[config.mk]
export PLATFORM = sky130hd
export DESIGN_NAME = riot_ports_and_interval_timer_core
export DESIGN_NICKNAME = d
export VERILOG_FILES = /design/src/hdl/riot_pkg.sv /design/src/hdl/riot_ports_and_interval_timer_core.sv /design/src/hdl/riot_ports.sv /design/src/hdl/riot_timer.sv
export SDC_FILE = /design/constraint.sdc
export NUM_CORES = 1
export LEC_CHECK = 0
export ABC_AREA = 1
export BUFFER_PORTS_ARGS = -buffer_cell sky130_fd_sc_hd__buf_2
export CORE_ASPECT_RATIO = 1.1
export CORE_MARGIN = 8
export CORE_UTILIZATION = 54
export DETAILED_ROUTE_END_ITERATION = 6
export PLACE_DENSITY = 0.88
export SYNTH_ARGS = -nofsm -noshare
export SYNTH_HDL_FRONTEND = slang
export SYNTH_SLANG_ARGS = --single-unit
[constraint.sdc]
create_clock -name clk -period 2 [get_ports clk]
set_input_delay 0.1 -clock clk [delete_from_list [all_inputs] [get_ports clk]]
set_output_delay 0.1 -clock clk [all_outputs]
set_load 0.05 [all_outputs]
[src/hdl/riot_pkg.sv]
// ----------------------------------------------------------------------------
// riot_pkg
// Shared types, register offsets and timer constants for the ports and
// interval timer block.
// ----------------------------------------------------------------------------
package riot_pkg;

  localparam logic [1:0] MODE_TICK  = 2'd0;
  localparam logic [1:0] MODE_READ  = 2'd1;
  localparam logic [1:0] MODE_WRITE = 2'd2;

  localparam logic [1:0] REG_PORT_A = 2'd0;
  localparam logic [1:0] REG_DIR_A  = 2'd1;
  localparam logic [1:0] REG_PORT_B = 2'd2;
  localparam logic [1:0] REG_DIR_B  = 2'd3;

  localparam logic [2:0] ADDR_TIMER     = 3'd4;
  localparam logic [2:0] ADDR_FLAG      = 3'd5;
  localparam logic [2:0] ADDR_TIMER_ALT = 3'd6;
  localparam logic [2:0] ADDR_FLAG_ALT  = 3'd7;

  localparam int unsigned ADDR_SEL_BIT   = 2;
  localparam int unsigned ADDR_LOAD_BIT  = 4;
  localparam int unsigned ADDR_FLAGS_BIT = 0;

  localparam logic [7:0] FLAG_BYTE = 8'h80;
  localparam logic [7:0] ALL_HIGH  = 8'hFF;

  localparam int unsigned COUNT_W = 19;

  localparam logic signed [COUNT_W-1:0] COUNT_FLOOR    = -19'sd257;
  localparam logic signed [COUNT_W-1:0] COUNT_READ_MIN = -19'sd256;
  localparam logic signed [COUNT_W-1:0] COUNT_NEG_ONE  = -19'sd1;

  typedef struct packed {
    logic [1:0] mode;
    logic [4:0] address;
    logic [7:0] write_data;
    logic [7:0] port_a_in;
    logic [7:0] port_b_in;
  } item_t;

  typedef struct packed {
    logic [7:0] read_data;
    logic [7:0] port_a_out;
    logic [7:0] port_b_out;
    logic       timer_flag;
  } result_t;

  typedef struct packed {
    logic [7:0] rd_port;
    logic [7:0] a_drive;
    logic [7:0] b_drive;
  } port_stat_t;

  typedef struct packed {
    logic [7:0] rd_timer;
    logic       flag_now;
    logic       flag_next;
  } timer_stat_t;

  function automatic logic [3:0] prescale_of(input logic [1:0] sel);
    logic [3:0] s;
    case (sel)
      2'd0:    s = 4'd0;
      2'd1:    s = 4'd3;
      2'd2:    s = 4'd6;
      default: s = 4'd10;
    endcase
    return s;
  endfunction

  function automatic logic [7:0] mix_bits(input logic [7:0] dir, input logic [7:0] latch,
                                          input logic [7:0] pins);
    return (dir & latch) | (~dir & pins);
  endfunction

endpackage

[src/hdl/riot_ports_and_interval_timer_core.sv]
// ----------------------------------------------------------------------------
// riot_ports_and_interval_timer_core
// Two I/O ports with direction registers and an interval timer.
// A beat is held in the input register, then moves to the result register.
// Throughput: one beat per cycle unless stalled, set by input and result registers.
// State updates as a beat passes from the input register to the result register.
// Reset clears latches, directions, prescale, flag and count at once.
// ----------------------------------------------------------------------------
module riot_ports_and_interval_timer_core import riot_pkg::*; (
  input  logic    clk,
  input  logic    rst,
  input  logic    item_valid,
  output logic    item_ready,
  input  item_t   item,
  output logic    result_valid,
  input  logic    result_ready,
  output result_t result
);

  logic        in_full;
  item_t       in_reg;
  logic        advance;
  logic        step;
  port_stat_t  port_stat;
  timer_stat_t timer_stat;
  logic [7:0]  rd_byte;

  assign advance    = !result_valid || result_ready;
  assign step       = in_full && advance;
  assign item_ready = !in_full || advance;

  riot_ports u_ports (
    .clk  (clk),
    .rst  (rst),
    .step (step),
    .item (in_reg),
    .stat (port_stat)
  );

  riot_timer u_timer (
    .clk  (clk),
    .rst  (rst),
    .step (step),
    .item (in_reg),
    .stat (timer_stat)
  );

  always_comb begin
    rd_byte = '0;
    if (in_reg.mode == MODE_READ) begin
      unique case (in_reg.address[2:0]) inside
        ADDR_TIMER, ADDR_TIMER_ALT: rd_byte = timer_stat.rd_timer;
        ADDR_FLAG, ADDR_FLAG_ALT:   rd_byte = timer_stat.flag_now ? FLAG_BYTE : 8'h00;
        default:                    rd_byte = port_stat.rd_port;
      endcase
    end
  end

  always_ff @(posedge clk) begin
    if (rst) begin
      in_full      <= 1'b0;
      result_valid <= 1'b0;
    end else begin
      if (item_valid && item_ready) begin
        in_full <= 1'b1;
      end else if (step) begin
        in_full <= 1'b0;
      end
      if (step) begin
        result_valid <= 1'b1;
      end else if (result_ready) begin
        result_valid <= 1'b0;
      end
    end
  end

  always_ff @(posedge clk) begin
    if (item_valid && item_ready) in_reg <= item;
    if (step) begin
      result.read_data  <= rd_byte;
      result.port_a_out <= port_stat.a_drive;
      result.port_b_out <= port_stat.b_drive;
      result.timer_flag <= timer_stat.flag_next;
    end
  end

`ifndef NO_ASSERTIONS
  a_stall_holds: assert property (@(posedge clk) disable iff (rst)
    (in_full && !advance) |=> (in_full && $stable(in_reg)))
    else $error("input register lost a stalled beat");

  a_read_zero: assert property (@(posedge clk) disable iff (rst)
    (step && in_reg.mode != MODE_READ) |=> (result.read_data == 8'h00))
    else $error("read_data nonzero on a non-read beat");

  a_load_clears_flag: assert property (@(posedge clk) disable iff (rst)
    (step && in_reg.mode == MODE_WRITE && in_reg.address[ADDR_SEL_BIT]
     && in_reg.address[ADDR_LOAD_BIT]) |=> !result.timer_flag)
    else $error("timer flag set right after a timer load");
`endif

endmodule

[src/hdl/riot_ports.sv]
// ----------------------------------------------------------------------------
// riot_ports
// Port A and port B data latches and direction registers, with the read
// mix of driven bits and pin levels.
// ----------------------------------------------------------------------------
module riot_ports import riot_pkg::*; (
  input  logic       clk,
  input  logic       rst,
  input  logic       step,
  input  item_t      item,
  output port_stat_t stat
);

  logic [7:0] latch_a, latch_a_next;
  logic [7:0] latch_b, latch_b_next;
  logic [7:0] dir_a, dir_a_next;
  logic [7:0] dir_b, dir_b_next;

  always_comb begin
    latch_a_next = latch_a;
    latch_b_next = latch_b;
    dir_a_next   = dir_a;
    dir_b_next   = dir_b;
    if (item.mode == MODE_WRITE && !item.address[ADDR_SEL_BIT]) begin
      unique case (item.address[1:0])
        REG_PORT_A: latch_a_next = item.write_data;
        REG_DIR_A:  dir_a_next   = item.write_data;
        REG_PORT_B: latch_b_next = item.write_data;
        REG_DIR_B:  dir_b_next   = item.write_data;
        default:    dir_b_next   = item.write_data;
      endcase
    end
  end

  always_comb begin
    unique case (item.address[1:0])
      REG_PORT_A: stat.rd_port = mix_bits(dir_a, latch_a, item.port_a_in);
      REG_DIR_A:  stat.rd_port = dir_a;
      REG_PORT_B: stat.rd_port = mix_bits(dir_b, latch_b, item.port_b_in);
      REG_DIR_B:  stat.rd_port = dir_b;
      default:    stat.rd_port = dir_b;
    endcase
    stat.a_drive = mix_bits(dir_a_next, latch_a_next, ALL_HIGH);
    stat.b_drive = mix_bits(dir_b_next, latch_b_next, ALL_HIGH);
  end

  always_ff @(posedge clk) begin
    if (rst) begin
      latch_a <= '0;
      latch_b <= '0;
      dir_a   <= '0;
      dir_b   <= '0;
    end else if (step) begin
      latch_a <= latch_a_next;
      latch_b <= latch_b_next;
      dir_a   <= dir_a_next;
      dir_b   <= dir_b_next;
    end
  end

endmodule

[src/hdl/riot_timer.sv]
// ----------------------------------------------------------------------------
// riot_timer
// Interval timer: prescaled load, tick countdown with floor, timer read
// value and underflow flag.
// ----------------------------------------------------------------------------
module riot_timer import riot_pkg::*; (
  input  logic        clk,
  input  logic        rst,
  input  logic        step,
  input  item_t       item,
  output timer_stat_t stat
);

  logic signed [COUNT_W-1:0] count, count_next;
  logic [3:0]                shift, shift_next;
  logic                      cleared, cleared_next;
  logic [COUNT_W-1:0]        count_shr;
  logic                      timer_rd;
  logic                      timer_ld;

  assign count_shr = $unsigned(count) >> shift;
  assign timer_rd  = item.mode == MODE_READ && item.address[ADDR_SEL_BIT]
                     && !item.address[ADDR_FLAGS_BIT];
  assign timer_ld  = item.mode == MODE_WRITE && item.address[ADDR_SEL_BIT]
                     && item.address[ADDR_LOAD_BIT];

  always_comb begin
    count_next   = count;
    shift_next   = shift;
    cleared_next = cleared;
    if (item.mode == MODE_TICK) begin
      if (count > COUNT_FLOOR) count_next = count - 19'sd1;
    end else if (timer_rd) begin
      if (count[COUNT_W-1] && count != COUNT_NEG_ONE) cleared_next = 1'b1;
    end else if (timer_ld) begin
      cleared_next = 1'b0;
      shift_next   = prescale_of(item.address[1:0]);
      count_next   = $signed({{(COUNT_W-8){1'b0}}, item.write_data} << shift_next);
    end
  end

  always_comb begin
    if (!count[COUNT_W-1]) begin
      stat.rd_timer = count_shr[7:0];
    end else if (count >= COUNT_READ_MIN) begin
      stat.rd_timer = count[7:0];
    end else begin
      stat.rd_timer = '0;
    end
    stat.flag_now  = count[COUNT_W-1] && !cleared;
    stat.flag_next = count_next[COUNT_W-1] && !cleared_next;
  end

  always_ff @(posedge clk) begin
    if (rst) begin
      count   <= '0;
      shift   <= '0;
      cleared <= 1'b0;
    end else if (step) begin
      count   <= count_next;
      shift   <= shift_next;
      cleared <= cleared_next;
    end
  end

endmodule

==> results.md, run 1 <==
- The flow ran to the end, and the final reports show no timing, DRC or antenna violations.
- When the netlist entered floorplanning its net count stood at 956.
- In this run the clock root is driven by a clkbuf_16.
- The shortest period the worst path allows is 1.95 ns.
- The maximum number of pins on one net before global-route repair is 47.
- The clock latency at the later pin of the worst-skew pair is 0.43 ns.
- The cell count after synthesis is 918.
- The global-route wire length before repair is 34,600 um.
- The slew at the pin closest to its max-slew limit is 0.592 ns.
- Across the routed clock network, the largest skew measured is 0.00967 ns.
- The per-cell routed wire length is 17.9 um.
- Measured in cells, the most critical reg-to-reg path has a length of 7.
- The leading cell type in the layout, fill and taps excluded is nand2_1.
- The violation count after the first detailed-route iteration is 744.
- After synthesis the netlist holds a flip-flop and latch count of 113.
- The final max-slew violation count is 0.
- In this run switching power makes up 28.5% of total power.
- The internal portion of the total power is 4820 uW.
- The final route contains 7,037 vias.
- The most numerous cell on the critical path is nand2_1.
- The count of cells along the worst hold path is 3.
- After detailed routing, the total wire length is 21,700 um.
- The final critical path takes up 97.6% of the cycle.
- Among cell families on the critical path, the largest total delay comes from simple AND/OR/NAND/NOR gates.
- The signed area change from the synthesized netlist to the final layout is 26.2%.
- The number of standard-cell rows in the floorplan is 42.
- In this run the worst hold path is classified as in -> reg.
- The die area is 16,000 um2.
- Clock tree synthesis inserted a total of 17 buffers.
- Once detailed placement completed, the half-perimeter wirelength came to 14,100 um.
- The share of power burned in registers is 39.7%.
- The max-capacitance violation count is 0.
- The kind of launch point of the worst setup path is a register.
- The slowest stage of the critical path belongs to the cell edfxtp_1.
- The peak supply drop is 0.695 mV.
- The total count of hold-check failures in the final report is 0.
- 0 antenna diodes ended up in the layout.
- The initial antenna violation count is 0.
- Setup repair after global routing could not meet its margin everywhere.
- Summed over its instances, the top area cell type makes up 25.1% of the synthesized netlist area.
- The number of buffer and inverter stages on the critical path is 2.
- The mean number of vias per cell is 5.80.
- The number of design rule violations left after detail routing is 0.
- The floorplan die height is 132 um.
- The worst setup path is captured at a register.
- The combinational fraction of design power is 16.0%.
- After synthesis, the netlist uses 39 different library cells.
- The share of synthesized flip-flops with an asynchronous set or reset is 0%.
- After the last flow step, the layout net total stands at 1,084.
- After synthesis, flip-flops and latches occupy 42.7% of the total area.
- The clock passes through at most 2 buffers.
- The per-instance average area after synthesis is 7.18 um2.
- The H-tree generated during clock tree synthesis spans 4 levels.
- The clock network fraction of total power is 44.3%.
- The required time of the critical path is 2.17 ns.
- The maximum achievable frequency is 0.512 GHz.
- For the worst setup path, the data arrival time is 2.13 ns.
- The number of logic stages on the critical path including buffering is 7.
- The count of synthesis-stage warnings from yosys is 0.
- The number of flip-flops in the largest register is 30.
- The final sum of negative setup slack is 0 ns.
- Yosys mapped a number of flops with a built-in enable equal to 55.
- The largest area contributor in the netlist is edfxtp_1.
- The boundary pin count is 62.
- Of all nets on the critical path, the largest fanout is 16.
- The count of buffers inserted at the top-level ports is 60.
- The switching power summed over all nets is 1920 uW.
- Once the floorplan was initialized, standard cells occupied 55.0% of the core.
- The CTS clock-pin slew for the worst setup and hold paths is 0.06 ns.
- The die is 121 um wide.
- For this design the static power due to leakage is 0.00371 uW.
- In this run the power density over the cells is 811 nW/um2.
- The weighted congestion reported at the end of routability-driven placement is 0.974.
- The final core utilization is 69.4%.
- TritonCTS built the clock tree.
- The number of global-route vias before repair was 6,830.
- The area of the mapped netlist is 6590 um2.
- In the final layout, the share of cells above drive strength 1 is 16.8%.
- The most used flip-flop cell after synthesis is dfxtp_1.
- The sum of overflow across all layers after global routing is 0.
- The first-pass iteration count of the detailed router is 6.
- CTS saw 113 sinks.
- In this run the standard cell core region covers 12,000 um2.
- Setup violations remaining at the end of the flow were counted as 0.
- The largest stage delay on the critical path is 0.52 ns.
- The antenna violation net count after detailed routing is 0.
- The global-route usage over all layers is 27.4%.
- After synthesis, the cell types taking the most area are edfxtp_1, dfxtp_1, nand2_1.
- The classification of the worst setup path is reg -> reg.
- The remaining max-slew budget at the tightest pin is 60.5%.
- The signal on the critical path passes through nand2_1 -> inv_1 -> nand2_1 -> buf_4 -> nand2_1 -> o21ai_1 -> or2_1.
- In the layout the commonest cells are nand2_1, nor2_1, inv_1.
-- layout make-up --
cell class	instances	area [um2]
Fill cell	892	3660
Multi-Input combinational cell	661	3230
Sequential cell	113	2820
Timing Repair Buffer	151	1110
Clock buffer	19	443
Inverter	102	383
Tap cell	154	193
Clock inverter	13	136
-- per-layer routing --
layer | vias to the layer above | share of wire, % | global-route usage (%)
li1 | 3318 | - | -
met1 | 3196 | 37 | 30.5
met2 | 412 | 49 | 45.6
met3 | 111 | 8.4 | 7.46
met4 | 0 | 5.2 | 15.9
met5 | - | 0 | 0
-- cell families after synthesis --
family | after synthesis | share of synthesized area, %
mux | 3 | 0.456
compound gates | 224 | 18.8
xor+xnor | 9 | 1.20
buf+inv | 144 | 8.86
flops | 113 | 42.7
simple gates | 422 | 27.4
fa+ha+maj | 3 | 0.570
-- worst paths after layout --
| kind | startpoint | slack [ns] | end |
|---|---|---|---|
| max reg2reg | in_reg[24] | 0.05 | result[3] |
| min | rst | 0.15 | u_timer.cleared |
| min reg2reg | u_timer.cleared | 0.49 | u_timer.cleared |
| max | in_reg[24] | 0.05 | result[3] |
-- stage by stage --
stage                     hold slack [ns]  cell area [um2]  cells  setup slack (ns)  power [uW]
final                               0.150             8320   1213            0.0484        6740
after global routing                0.152             8320   1213           -0.0388        6930
after CTS                           0.108             8260   1210            0.0664        6670
after detailed placement            0.278             7350   1146            0.0101        3670
after global placement              0.276             7350   1146            0.0898        3650
after floorplan                     0.199             6590    918            -0.152        3350
-- synth_stat cells (all sizes together), types with 3 or more instances --
| cell | instances |
|---|---|
| a21oi | 74 |
| buf | 19 |
| clkbuf | 23 |
| clkinv | 6 |
| dfxtp | 58 |
| edfxtp | 55 |
| ha | 3 |
| inv | 96 |
| mux2i | 3 |
| nand2 | 221 |
| nand3 | 59 |
| nand4 | 12 |
| nor2 | 109 |
| nor3 | 7 |
| o211ai | 26 |
| o21a | 7 |
| o21ai | 100 |
| o22ai | 8 |
| or2 | 13 |
| xor2 | 9 |
-- worst reg2reg max path, cell delays in order, from the launching register on --
cell	delay [ns]
edfxtp_1	0.52
nand2_1	0.14
inv_1	0.31
nand2_1	0.10
buf_4	0.20
nand2_1	0.07
o21ai_1	0.09
or2_1	0.26
-- power by group through the flow --
stage	sequential, uW	combinational [uW]	clock [uW]
finish	2680	1080	2990
global route	2680	1180	3070
CTS	2670	1030	2980
detailed placement	2710	964	0
global placement	2710	941	0
floorplan	2750	601	0
-- repair_timing --
item / CTS / global route
gates resized for setup: 1 / 12
buffers inserted: 0 / 3
hold endpoints to repair: 32 / 0
pin swaps: 0 / 0
hold buffers: 32 / 0
endpoints found under the setup margin: 4 / 33
Note: power is estimated with default switching activity, not from simulation.
==> run 2, diff against run 1 <==
- CORE_UTILIZATION: 54 -> 55
- SYNTH_HIERARCHICAL: unset -> 1
==> run 2 against run 1 <==
Worst hold slack improved by 0.062 ns; critical path depth rose by 2; first-iteration DRC count rose by 41%; the run now ends with DRC left; via count rose by 9.7%; clock skew fell by 0.0027 ns; register-to-register slack improved by 0.06 ns; fmax rose by 3.2%; critical path type unchanged.
==> results.md, run 2 <==
- CTS saw 113 sinks.
- The signed area change from the synthesized netlist to the final layout is 21.5%.
- The classification of the worst setup path is reg -> reg.
- The per-instance average area after synthesis is 6.67 um2.
- In the final routed layout, each cell accounts on average for 16.4 um.
- The worst hold path passes through 5 cells.
- The register with the most flip-flops in the layout has 30 of them.
- The number of logic stages on the critical path including buffering is 9.
- Leaving out fill and tap cells, the most frequent cells in the layout are nand2_1, nand3_1, nor2_1.
- The count of synthesis-stage warnings from yosys is 6.
- Cells fill 68.4% of the core in the end.
- The floorplan step set the die height to 135 um.
- Measured along the x axis, the die boundary spans 124 um.
- The worst setup path is captured at a register.
- The leading cell type in the layout, fill and taps excluded is nand2_1.
- After floorplanning, the core was sized to cover 12,600 um2.
- The global-route usage over all layers is 25.5%.
- The synthesized netlist occupies a cell area of 7120 um2.
- After the last flow step, the layout net total stands at 1,212.
- Synthesis produced 1,068 cells.
- Routability-driven placement finished with a final weighted congestion of 0.933.
- The number of H-tree levels is 4.
- The cell sitting at the root of the clock tree is a clkbuf_16.
- The worst-path cell with the longest stage delay is edfxtp_1.
- The number of global-route vias before repair came to 7,402.
- On the worst path, the slowest cell contributes a delay of 0.42 ns.
- The initial antenna violation count is 1.
- The leakage dissipation is 0.00413 uW.
- The clock tree from TritonCTS is yes.
- Clock tree synthesis inserted a total of 17 buffers.
- The later pin in the worst-skew pair is clocked with a latency of 0.42 ns.
- The kind of launch point of the worst setup path is a register.
- The global-route wire length before repair is 35,100 um.
- The final reports fail on DRC.
- The antenna violation net count after detailed routing is 0.
- Derived from the worst setup path, the maximum achievable clock frequency is 0.529 GHz.
- The fraction of layout cells with a size suffix above 1 is 14.1%.
- The slew at the pin closest to its max-slew limit is 0.668 ns.
- Post-CTS timing repair inserted 0 buffers for setup.
- The critical path goes through buf_12 -> inv_2 -> nand2_1 -> buf_4 -> a21oi_1 -> o21ai_0 -> nand4_1 -> nand2_1 -> a21oi_1.
- Setup repair after global routing left no endpoint under its margin.
- The via total after detailed routing is 7,720.
- The data arrival at the endpoint of the critical path is 2.15 ns.
- The first-pass iteration count of the detailed router is 7.
- Dividing total power by cell area gives a power density of 813 nW/um2.
- The routed design has 22,000 um of wire.
- The initialized floorplan defines 43 standard-cell rows.
- The final max-slew violation count was 0.
- The routed design could run at a clock period as short as 1.89 ns.
- The number of fill cells in the layout is 1,012.
- After the first detailed-routing iteration, the DRC count stood at 1,046.
- The synthesized netlist net count is 1,105.
- Entering global routing, the biggest net connects 37 pins.
- In this run the tool buffered the top-level ports with 60 buffer cells.
- The tool flagged a number of max-cap violations equal to 0.
- The required time of the critical path is 2.25 ns.
- After routing, the total negative slack on setup checks comes to 0 ns.
- The run finished, with violations left.
- Headroom to the max-slew limit came out at 55.4%.
- The number of cells traversed by the worst register-to-register path is 9.
- The number of buffers and inverters on the critical path is 3.
- The mean number of vias per cell is 5.74.
- The sum of overflow across all layers after global routing is 0.
- The initial cell density of the core is 56.3%.
- The path category of the worst min-delay check is in -> reg.
- In this run the worst path has a maximum fanout of 30.
- The boundary pin count is 62.
- The total count of hold-check failures in the final report is 0.
- Setup violations remaining at the end of the flow were counted as 0.
- The die area is 16,800 um2.
- On the final layout, the worst clock skew is 0.00701 ns.
- The number of design rule violations left after detail routing is 1.
- Among cell families on the critical path, the largest total delay comes from buffers and inverters.
- The HPWL after detailed placement is 15,000 um.
- The worst path uses 94.6% of the clock period.
- The buffer levels on the longest clock path is 2.
- The CTS clock-pin slew for the worst setup and hold paths is 0.06 ns.
- The peak supply drop is 0.751 mV.
[run 2: changes by cell type in the layout (fill, tap and decap cells not counted), sizes merged, moves of 11 or more]
cell,change
a21oi,-29
buf,-23
inv,+13
nand2,+166
nand3,+71
nor2,+14
o211ai,-11
o21ai,-40
or2,-11
[run 2: area by class of cell]
| type | count | area [um2] | area share, % |
|---|---|---|---|
| repair buffers | 128 | 941 | 10.9 |
| inverters | 112 | 425 | 4.92 |
| clock inverters | 13 | 160 | 1.85 |
| well taps | 157 | 196 | 2.27 |
| diodes | 1 | 2.50 | 0.0289 |
| flip-flops and latches | 113 | 2820 | 32.6 |
| clock buffers | 19 | 453 | 5.24 |
| multi-input cells | 803 | 3660 | 42.3 |
[run 2: what timing repair did]
action                     CTS  global route
setup endpoints to repair    0             7
hold buffers                32             0
gates resized for setup      0            10
hold endpoints to repair    32             0
[run 2: worst paths after layout]
path,start,endpoint,slack [ns]
min reg2reg,result_valid,result_valid,0.50
min,rst,u_timer/count[7],0.21
max reg2reg,in_reg[24],result[23],0.11
max,in_reg[24],result[23],0.11
[run 2: worst register-to-register path, stage by stage, from the launching register on]
cell	delay, ns
edfxtp_1	0.42
buf_12	0.19
inv_2	0.17
nand2_1	0.09
buf_4	0.16
a21oi_1	0.14
o21ai_0	0.13
nand4_1	0.17
nand2_1	0.09
a21oi_1	0.17
[run 2: layer usage]
layer	GRT usage (%)	vias up	wire length [um]
met1	27.2	3477	8140
li1	-	3699	-
met4	16.3	0	1090
met3	5.95	95	1840
met5	0	-	0
met2	44.8	449	11000
[run 2: report_power, final]
part / switching, uW / internal [uW] / total (uW) / leakage [uW]
Clock: 1090 / 2020 / 3110 / 0.000299
Combinational: 803 / 416 / 1220 / 0.00285
Sequential: 131 / 2570 / 2700 / 0.000988
[run 2: metrics by stage]
stage,area [um2],total power (uW),cells,worst slack [ns],hold slack (ns)
5_1_grt,8650,7270,1346,0.0106,0.236
3_3_place_gp,7710,3830,1281,0.216,0.276
2_1_floorplan,7140,3540,1068,0.0944,0.162
6_report,8650,7030,1346,0.109,0.212
3_5_place_dp,7710,3860,1281,0.194,0.278
4_1_cts,8650,7000,1345,0.130,0.189
